**config.mk**
```make
export PLATFORM = sky130hd
export DESIGN_NAME = fraction_arithmetic_unit_core
export DESIGN_NICKNAME = d
export VERILOG_FILES = /design/src/rtl/fau_pkg.sv /design/src/rtl/fau_div.sv /design/src/rtl/fraction_arithmetic_unit_core.sv
export SDC_FILE = /design/constraint.sdc
export NUM_CORES = 2
export LEC_CHECK = 0
export BUFFER_PORTS_ARGS = -buffer_cell sky130_fd_sc_hd__buf_2
export CAP_MARGIN = 40
export CORE_MARGIN = 10
export CORE_UTILIZATION = 40
export CTS_CLUSTER_DIAMETER = 50
export DETAILED_ROUTE_END_ITERATION = 7
export PLACE_DENSITY = 0.61
export RECOVER_POWER = 100
export SLEW_MARGIN = 0
export SYNTH_ARGS = -nofsm -noshare
export SYNTH_HDL_FRONTEND = slang
export SYNTH_HIERARCHICAL = 1
export SYNTH_SLANG_ARGS = --single-unit
export TNS_END_PERCENT = 30
```
**constraint.sdc**
```tcl
create_clock -name clk -period 12.27 [get_ports clk]
set_input_delay 2.454 -clock clk [delete_from_list [all_inputs] [get_ports clk]]
set_output_delay 2.454 -clock clk [all_outputs]
set_load 0.02 [all_outputs]
```
**src/rtl/fau_pkg.sv**
```systemverilog
// ----------------------------------------------------------------------------
// fau_pkg
// Shared types, operation codes and division unit handshake for the fraction
// arithmetic unit.
// ----------------------------------------------------------------------------
`default_nettype none
package fau_pkg;
  localparam int unsigned W = 32;

  typedef enum logic [1:0] {
    OP_REDUCE = 2'd0,
    OP_COMPARE = 2'd1,
    OP_ADD = 2'd2,
    OP_NONE = 2'd3
  } op_t;

  typedef enum logic [1:0] {
    ORD_LESS = 2'd0,
    ORD_EQUAL = 2'd1,
    ORD_GREATER = 2'd2
  } order_t;

  typedef struct packed {
    logic          go;
    logic [W-1:0]  dividend;
    logic [W-1:0]  divisor;
  } div_req_t;

  typedef struct packed {
    logic          done;
    logic [W-1:0]  quot;
    logic [W-1:0]  rem;
  } div_rsp_t;

  function automatic logic [W-1:0] mag(input logic [W-1:0] x);
    mag = x[W-1] ? (~x + {{(W-1){1'b0}}, 1'b1}) : x;
  endfunction
endpackage
`default_nettype wire

```
**src/rtl/fau_div.sv**
```systemverilog
// ----------------------------------------------------------------------------
// fau_div
// Signed truncated division, one quotient bit per cycle (restoring).
// ----------------------------------------------------------------------------
`default_nettype none
module fau_div (
  input  wire logic             clk,
  input  wire logic             rst_n,
  input  wire fau_pkg::div_req_t req,
  output fau_pkg::div_rsp_t     rsp
);
  localparam int unsigned W = fau_pkg::W;

  logic [W-1:0] rem_r, rem_nxt, quo_r, quo_nxt, dsr_r, dsr_nxt;
  logic         qneg_r, qneg_nxt, rneg_r, rneg_nxt;
  logic [5:0]   cnt_r, cnt_nxt;
  logic         busy_r, busy_nxt, done_r, done_nxt;
  logic [W:0]   trial, diff;

  always_comb begin
    trial = {rem_r, quo_r[W-1]};
    diff = trial - {1'b0, dsr_r};
    rem_nxt = rem_r;
    quo_nxt = quo_r;
    dsr_nxt = dsr_r;
    qneg_nxt = qneg_r;
    rneg_nxt = rneg_r;
    cnt_nxt = cnt_r;
    busy_nxt = busy_r;
    done_nxt = 1'b0;
    if (req.go) begin
      rem_nxt = '0;
      quo_nxt = fau_pkg::mag(req.dividend);
      dsr_nxt = fau_pkg::mag(req.divisor);
      qneg_nxt = req.dividend[W-1] ^ req.divisor[W-1];
      rneg_nxt = req.dividend[W-1];
      cnt_nxt = 6'(W);
      busy_nxt = 1'b1;
    end else if (busy_r) begin
      if (!diff[W]) begin
        rem_nxt = diff[W-1:0];
        quo_nxt = {quo_r[W-2:0], 1'b1};
      end else begin
        rem_nxt = trial[W-1:0];
        quo_nxt = {quo_r[W-2:0], 1'b0};
      end
      cnt_nxt = cnt_r - 6'd1;
      if (cnt_r == 6'd1) begin
        busy_nxt = 1'b0;
        done_nxt = 1'b1;
      end
    end
  end

  always_ff @(posedge clk) begin
    if (!rst_n) begin
      busy_r <= 1'b0;
      done_r <= 1'b0;
      cnt_r <= '0;
    end else begin
      busy_r <= busy_nxt;
      done_r <= done_nxt;
      cnt_r <= cnt_nxt;
    end
    rem_r <= rem_nxt;
    quo_r <= quo_nxt;
    dsr_r <= dsr_nxt;
    qneg_r <= qneg_nxt;
    rneg_r <= rneg_nxt;
  end

  assign rsp.done = done_r;
  assign rsp.quot = qneg_r ? (~quo_r + 32'd1) : quo_r;
  assign rsp.rem = rneg_r ? (~rem_r + 32'd1) : rem_r;
endmodule
`default_nettype wire

```
**src/rtl/fraction_arithmetic_unit_core.sv**
```systemverilog
// ----------------------------------------------------------------------------
// fraction_arithmetic_unit_core
// Sequencer around a shared multiplier and a bit-serial divider.
// ----------------------------------------------------------------------------
// One request at a time: busy rises after start and falls with the single
// out_valid strobe; results cannot be held off. Each division runs in the
// shared divider. Reduce runs one division per Euclid step (at most
// about 46) plus two more; add first forms its products on the multiplier
// and then reduces; compare takes two divisions and multiplier products.
`default_nettype none
module fraction_arithmetic_unit_core (
  input  wire logic        clk,
  input  wire logic        rst_n,
  input  wire logic        start,
  output logic             busy,
  input  wire logic [1:0]  in_req_type,
  input  wire logic [31:0] in_first_num,
  input  wire logic [31:0] in_first_den,
  input  wire logic [31:0] in_second_num,
  input  wire logic [31:0] in_second_den,
  output logic             out_valid,
  output logic [31:0]      out_res_num,
  output logic [31:0]      out_res_den,
  output logic [1:0]       out_order,
  output logic             out_status
);
  typedef enum logic [10:0] {
    S_IDLE = 11'b00000000001,
    S_MUL  = 11'b00000000010,
    S_EUC  = 11'b00000000100,
    S_EUCW = 11'b00000001000,
    S_DN   = 11'b00000010000,
    S_DNW  = 11'b00000100000,
    S_DD   = 11'b00001000000,
    S_DDW  = 11'b00010000000,
    S_C1W  = 11'b00100000000,
    S_C2W  = 11'b01000000000,
    S_DONE = 11'b10000000000
  } state_t;

  state_t state_r, state_nxt;
  fau_pkg::op_t op_r, op_nxt;
  logic [31:0] n1_r, d1_r, n2_r, d2_r, n1_nxt, d1_nxt, n2_nxt, d2_nxt;
  logic [31:0] a_r, b_r, a_nxt, b_nxt, acc_r, acc_nxt;
  logic [2:0]  step_r, step_nxt;
  logic [31:0] rn_r, rd_r, rn_nxt, rd_nxt;
  logic [1:0]  ord_r, ord_nxt;
  logic        st_r, st_nxt, vld_r, vld_nxt;
  logic [31:0] mx, my, prod;
  fau_pkg::div_req_t dreq;
  fau_pkg::div_rsp_t drsp;

  fau_div u_div (.clk(clk), .rst_n(rst_n), .req(dreq), .rsp(drsp));

  assign prod = mx * my;

  always_comb begin
    state_nxt = state_r; op_nxt = op_r;
    n1_nxt = n1_r; d1_nxt = d1_r; n2_nxt = n2_r; d2_nxt = d2_r;
    a_nxt = a_r; b_nxt = b_r; acc_nxt = acc_r; step_nxt = step_r;
    rn_nxt = rn_r; rd_nxt = rd_r; ord_nxt = ord_r; st_nxt = st_r;
    vld_nxt = 1'b0;
    mx = '0; my = '0;
    dreq = '0;
    unique case (state_r)
      S_IDLE: if (start && !busy) begin
        op_nxt = fau_pkg::op_t'(in_req_type);
        n1_nxt = in_first_num; d1_nxt = in_first_den;
        n2_nxt = in_second_num; d2_nxt = in_second_den;
        rn_nxt = '0; rd_nxt = '0; ord_nxt = fau_pkg::ORD_LESS; st_nxt = 1'b0;
        step_nxt = '0;
        unique case (fau_pkg::op_t'(in_req_type))
          fau_pkg::OP_REDUCE: begin
            a_nxt = in_first_num; b_nxt = in_first_den; state_nxt = S_EUC;
          end
          fau_pkg::OP_ADD: state_nxt = S_MUL;
          fau_pkg::OP_COMPARE:
            if (in_first_den == '0 || in_second_den == '0) begin
              st_nxt = 1'b1; state_nxt = S_DONE;
            end else state_nxt = S_MUL;
          default: state_nxt = S_DONE;
        endcase
      end
      S_MUL: begin
        step_nxt = step_r + 3'd1;
        if (op_r == fau_pkg::OP_ADD) begin
          unique case (step_r)
            3'd0: begin mx = n1_r; my = d2_r; acc_nxt = prod; end
            3'd1: begin mx = d1_r; my = n2_r; a_nxt = acc_r + prod; end
            default: begin
              mx = d1_r; my = d2_r; b_nxt = prod;
              n1_nxt = a_r; d1_nxt = prod; state_nxt = S_EUC;
            end
          endcase
        end else begin
          // hold m1 in a_r, m2 in b_r via two divisions
          unique case (step_r)
            3'd0: begin mx = n1_r; my = d1_r;
              dreq.go = 1'b1; dreq.dividend = prod;
              dreq.divisor = fau_pkg::mag(d1_r); state_nxt = S_C1W; end
            3'd1: begin mx = n2_r; my = d2_r;
              dreq.go = 1'b1; dreq.dividend = prod;
              dreq.divisor = fau_pkg::mag(d2_r); state_nxt = S_C2W; end
            3'd2: begin mx = a_r; my = fau_pkg::mag(d2_r); acc_nxt = prod; end
            default: begin
              mx = b_r; my = fau_pkg::mag(d1_r);
              if ($signed(prod) < $signed(acc_r)) ord_nxt = fau_pkg::ORD_GREATER;
              else if (prod == acc_r) ord_nxt = fau_pkg::ORD_EQUAL;
              else ord_nxt = fau_pkg::ORD_LESS;
              state_nxt = S_DONE;
            end
          endcase
        end
      end
      S_C1W: if (drsp.done) begin a_nxt = drsp.quot; state_nxt = S_MUL; end
      S_C2W: if (drsp.done) begin b_nxt = drsp.quot; state_nxt = S_MUL; end
      S_EUC:
        if (b_r != '0) begin
          dreq.go = 1'b1; dreq.dividend = a_r; dreq.divisor = b_r;
          state_nxt = S_EUCW;
        end else if (a_r == '0) begin
          st_nxt = 1'b1; state_nxt = S_DONE;
        end else state_nxt = S_DN;
      S_EUCW: if (drsp.done) begin
        a_nxt = b_r; b_nxt = drsp.rem; state_nxt = S_EUC;
      end
      S_DN: begin
        dreq.go = 1'b1; dreq.dividend = n1_r; dreq.divisor = a_r; state_nxt = S_DNW;
      end
      S_DNW: if (drsp.done) begin rn_nxt = drsp.quot; state_nxt = S_DD; end
      S_DD: begin
        dreq.go = 1'b1; dreq.dividend = d1_r; dreq.divisor = a_r; state_nxt = S_DDW;
      end
      S_DDW: if (drsp.done) begin rd_nxt = drsp.quot; state_nxt = S_DONE; end
      S_DONE: begin vld_nxt = 1'b1; state_nxt = S_IDLE; end
      default: state_nxt = S_IDLE;
    endcase
  end

  always_ff @(posedge clk) begin
    if (!rst_n) begin
      state_r <= S_IDLE;
      vld_r <= 1'b0;
    end else begin
      state_r <= state_nxt;
      vld_r <= vld_nxt;
    end
    op_r <= op_nxt; step_r <= step_nxt;
    n1_r <= n1_nxt; d1_r <= d1_nxt; n2_r <= n2_nxt; d2_r <= d2_nxt;
    a_r <= a_nxt; b_r <= b_nxt; acc_r <= acc_nxt;
    rn_r <= rn_nxt; rd_r <= rd_nxt; ord_r <= ord_nxt; st_r <= st_nxt;
  end

  assign busy = (state_r != S_IDLE) || vld_r;
  assign out_valid = vld_r;
  assign out_res_num = rn_r;
  assign out_res_den = rd_r;
  assign out_order = ord_r;
  assign out_status = st_r;

  a_vld_busy: assert property (@(posedge clk) disable iff (!rst_n)
    out_valid |-> busy) else $error("strobe outside busy");
  a_one_strobe: assert property (@(posedge clk) disable iff (!rst_n)
    out_valid |=> !out_valid) else $error("double strobe");
  a_status_zero: assert property (@(posedge clk) disable iff (!rst_n)
    (out_valid && out_status) |-> (out_res_num == '0 && out_res_den == '0))
    else $error("status with nonzero result");
endmodule
`default_nettype wire

```
==> reports/results.ini <==
[grt]
grt_max_degree = 73
antenna_found_initial = 11
grt_pass1_vias = 41100
grt_pass1_wl_mm = 298
grtUsageTotal = 0.320
grt_overflow = 0

[critical_path]
worstPathMaxFanout = 12
r2r-start = d1_r[2]
critPathSlowestCell = or4_4
start_kind = flip-flop
crit_path_end_kind = flip-flop
r2r_cells = 39
crit_top_cell = fa_1
cpPeakStageDelay_ns = 0.65
r2r_slack_ns = 0.42
cp.required_ns = 12.70
r2r_end = out_order[0]
worstPathArrival_ns = 12.28
critical_path_class = flip-flop to flip-flop

[floorplanning]
rows = 123
start_util = 0.403
die_width_um = 357
die_area_sq_um = 127000
die_h_um = 357
core_sq_um = 112000
io_pins = 202

[placed_design]
gp_congestion = 1.05
io_buffers = 201
dp_hpwl_mm = 167
dp.cells = 6877
postPlaceCellArea_sq_um = 49600

[layout]
multiInputGateArea_sq_um = 30000
postLayoutCellArea_sq_um = 51600
drive_gt1_frac = 0.105
postLayoutCoreUtil = 0.459
instances_no_fill = 7009
fill_cells = 11000
final_nets = 6226
area_growth_pct = 14.0
seq_area_sq_um = 11900

[logic_synthesis]
syn_inst = 5173
yosysSeqAreaShare = 0.263
avgSynthCellArea_sq_um = 8.76
yosys.area.top_type_share = 0.240
netlist_area_sq_um = 45300
async_flop_share = 0
synth-edff-count = 362
synthTopCellsByCount = 829 x nand2_1, 639 x inv_1, 424 x nor2_1
synth_area_leaders = edfxtp_1 24%, fa_1 18%, nand2_1 6.9%, ha_1 6.4%, inv_1 5.3%
yosysTopAreaCell = edfxtp_1
synth_cell_types = 108
synth_nets = 5946
synthMostInstantiatedCell = nand2_1
synth-seq-cells = 414
ys.flop_type = edfxtp_1
yosys_warnings = 6

[clocking]
cts_buffers = 68
htreeDepth = 3
clkTransAtPathRegs_ns = 0.06
clk_latency_ns = 0.67
cts_buffer_depth = 3
cts_tree = built
cts_root_buffer = clkbuf_16
holdBufCountCts = 0
cts_sinks = 414

[sta]
setup-tns-final_ns = 0
setup_viol = 0
worst_slew_pin_slew_ns = 3.90
skew_ns = 0.0594
drv_slew = 633
max-slew-margin-rel = -1.60
period_share = 0.966
rsz0062_at_grt = true
fmax_ghz = 0.0844
finalHoldViolations = 0
layout_min_cycle_time_ns = 11.85

[routing]
drtPass1Iterations = 8
via_count = 42300
routedWlPerCell_um = 29.7
routed_wl_mm = 208
drt_iter0_markers = 6165
viasPerCell = 6.03
ant_nets = 0
drc_errors = 25

[pwr]
ir_drop_v = 0.000142
p_total_uw = 7470
power.density_nw_per_um2 = 145
p_leak_uw = 0.0223

[worst_hold_path]
worst_hold_path_type = flip-flop to flip-flop
min_path_cells = 2
hp-start = u_div/cnt_r[0]
hold_end = u_div/cnt_r[0]

[run_status]
violations = design-rule violations, max-capacitance violations, max-slew violations
outcome = finished, violations left

[job]
cap_violations = 15

[cell usage in the layout, fill, tap and decap left out, types with 25 or more instances in the layout]
cell       instances
nand2_1          828
inv_1            638
nor2_1           418
fa_1             410
edfxtp_1         362
buf_4            233
ha_1             230
a21oi_1          202
xnor2_1          195
clkbuf_1         174
o21ai_0          172
buf_2            108
xor2_1            94
and2_1            71
a222oi_1          69
clkbuf_16         69
nor3_1            66
a22oi_1           65
nand3_1           58
nor4_1            56
nand2b_1          53
dfxtp_1           51
a21o_1            43
a221oi_1          42
o31ai_1           39
and2_0            38
or3_1             37
o22ai_1           34
nand4_1           33
nor2b_1           32
mux2i_1           29
a211oi_1          28
o41ai_1           26
a31oi_1           25
[routing by layer]
| layer | vias up | global-route usage | part of all wire |
|---|---|---|---|
| li1 | 18200 | - | - |
| met5 | - | 0 | 0.00062 |
| met4 | 16 | 0.124 | 0.047 |
| met3 | 434 | 0.0926 | 0.12 |
| met1 | 21000 | 0.443 | 0.41 |
| met2 | 2646 | 0.466 | 0.42 |
[state kept, by name, indices dropped and copies added (netlist names), 2 cells and up]
register     flops
d1_r            32
u_div/rem_r     32
a_r             32
n2_r            32
state_r         11
out_res_den     32
acc_r           32
out_res_num     32
out_order        2
u_div/quo_r     32
op_r             2
u_div/cnt_r      6
n1_r            32
b_r             32
step_r           3
u_div/dsr_r     32
d2_r            32
[cells by family (layout without fill, tap and decap cells)]
family	count (synthesis)	count (layout)	share of synthesized area
adders and majority gates	640	640	0.245
and+or+nand+nor	1846	1847	0.188
other	0	4	0
buffers and inverters	952	1283	0.0815
muxes	34	34	0.00762
AOI/OAI and AO/OA	982	982	0.152
DFF	414	414	0.263
xor gates and xnor gates	305	305	0.0631
[final cells by class]
class	count	share of cell area
antenna	4	0.000194
clock buffer	78	0.0345
clock inverter	44	0.0105
inverter	639	0.0465
multi-input combinational	3808	0.580
sequential	414	0.231
tap	1500	0.0363
timing repair buffer	522	0.0613
[stage by stage]
| stage | worst slack, ns | hold slack [ns] |
|---|---|---|
| 2_1_floorplan | 0.827 | 0.463 |
| 3_5_place_dp | 0.173 | 0.477 |
| 3_3_place_gp | 0.189 | 0.473 |
| 5_1_grt | -0.0361 | 0.513 |
| 6_report | 0.417 | 0.486 |
| 4_1_cts | 0.156 | 0.487 |
[worst max-delay path by stage]
stage               startpoint            to  slack [ns]  cells past startpoint
floorplan            step_r[0]  out_order[0]        0.83                     46
global placement       d1_r[3]  out_order[0]        0.19                     35
detailed placement     d1_r[3]  out_order[0]        0.17                     37
CTS                    d1_r[3]  out_order[0]        0.16                     37
global route           d2_r[9]  out_order[0]       -0.04                     37
finish                 d1_r[2]  out_order[0]        0.42                     39
[critical path, delay by kind of cell, from the launching register on]
| kind | cells | cell delay [ns] |
|---|---|---|
| xor+xnor | 12 | 3.00 |
| compound gates | 4 | 1.09 |
| fa+ha+maj | 9 | 4.13 |
| buf+inv | 6 | 0.58 |
| flops | 1 | 0.53 |
| simple gates | 7 | 1.97 |
| mux | 1 | 0.30 |
[what timing repair did]
item | 4_1_cts | 5_1_grt
gates resized for setup | 0 | 21
setup endpoints to repair | 0 | 3
setup buffers | 0 | 5
[report_power, final]
| group | internal, uW | switching [uW] | total, uW | leakage (uW) |
|---|---|---|---|---|
| clock | 1210 | 806 | 2020 | 0.00113 |
| combinational | 886 | 1960 | 2840 | 0.0173 |
| sequential | 2000 | 605 | 2610 | 0.00382 |
| total | 4100 | 3370 | 7470 | 0.0223 |
No activity file was read; power rests on OpenSTA's default activity.
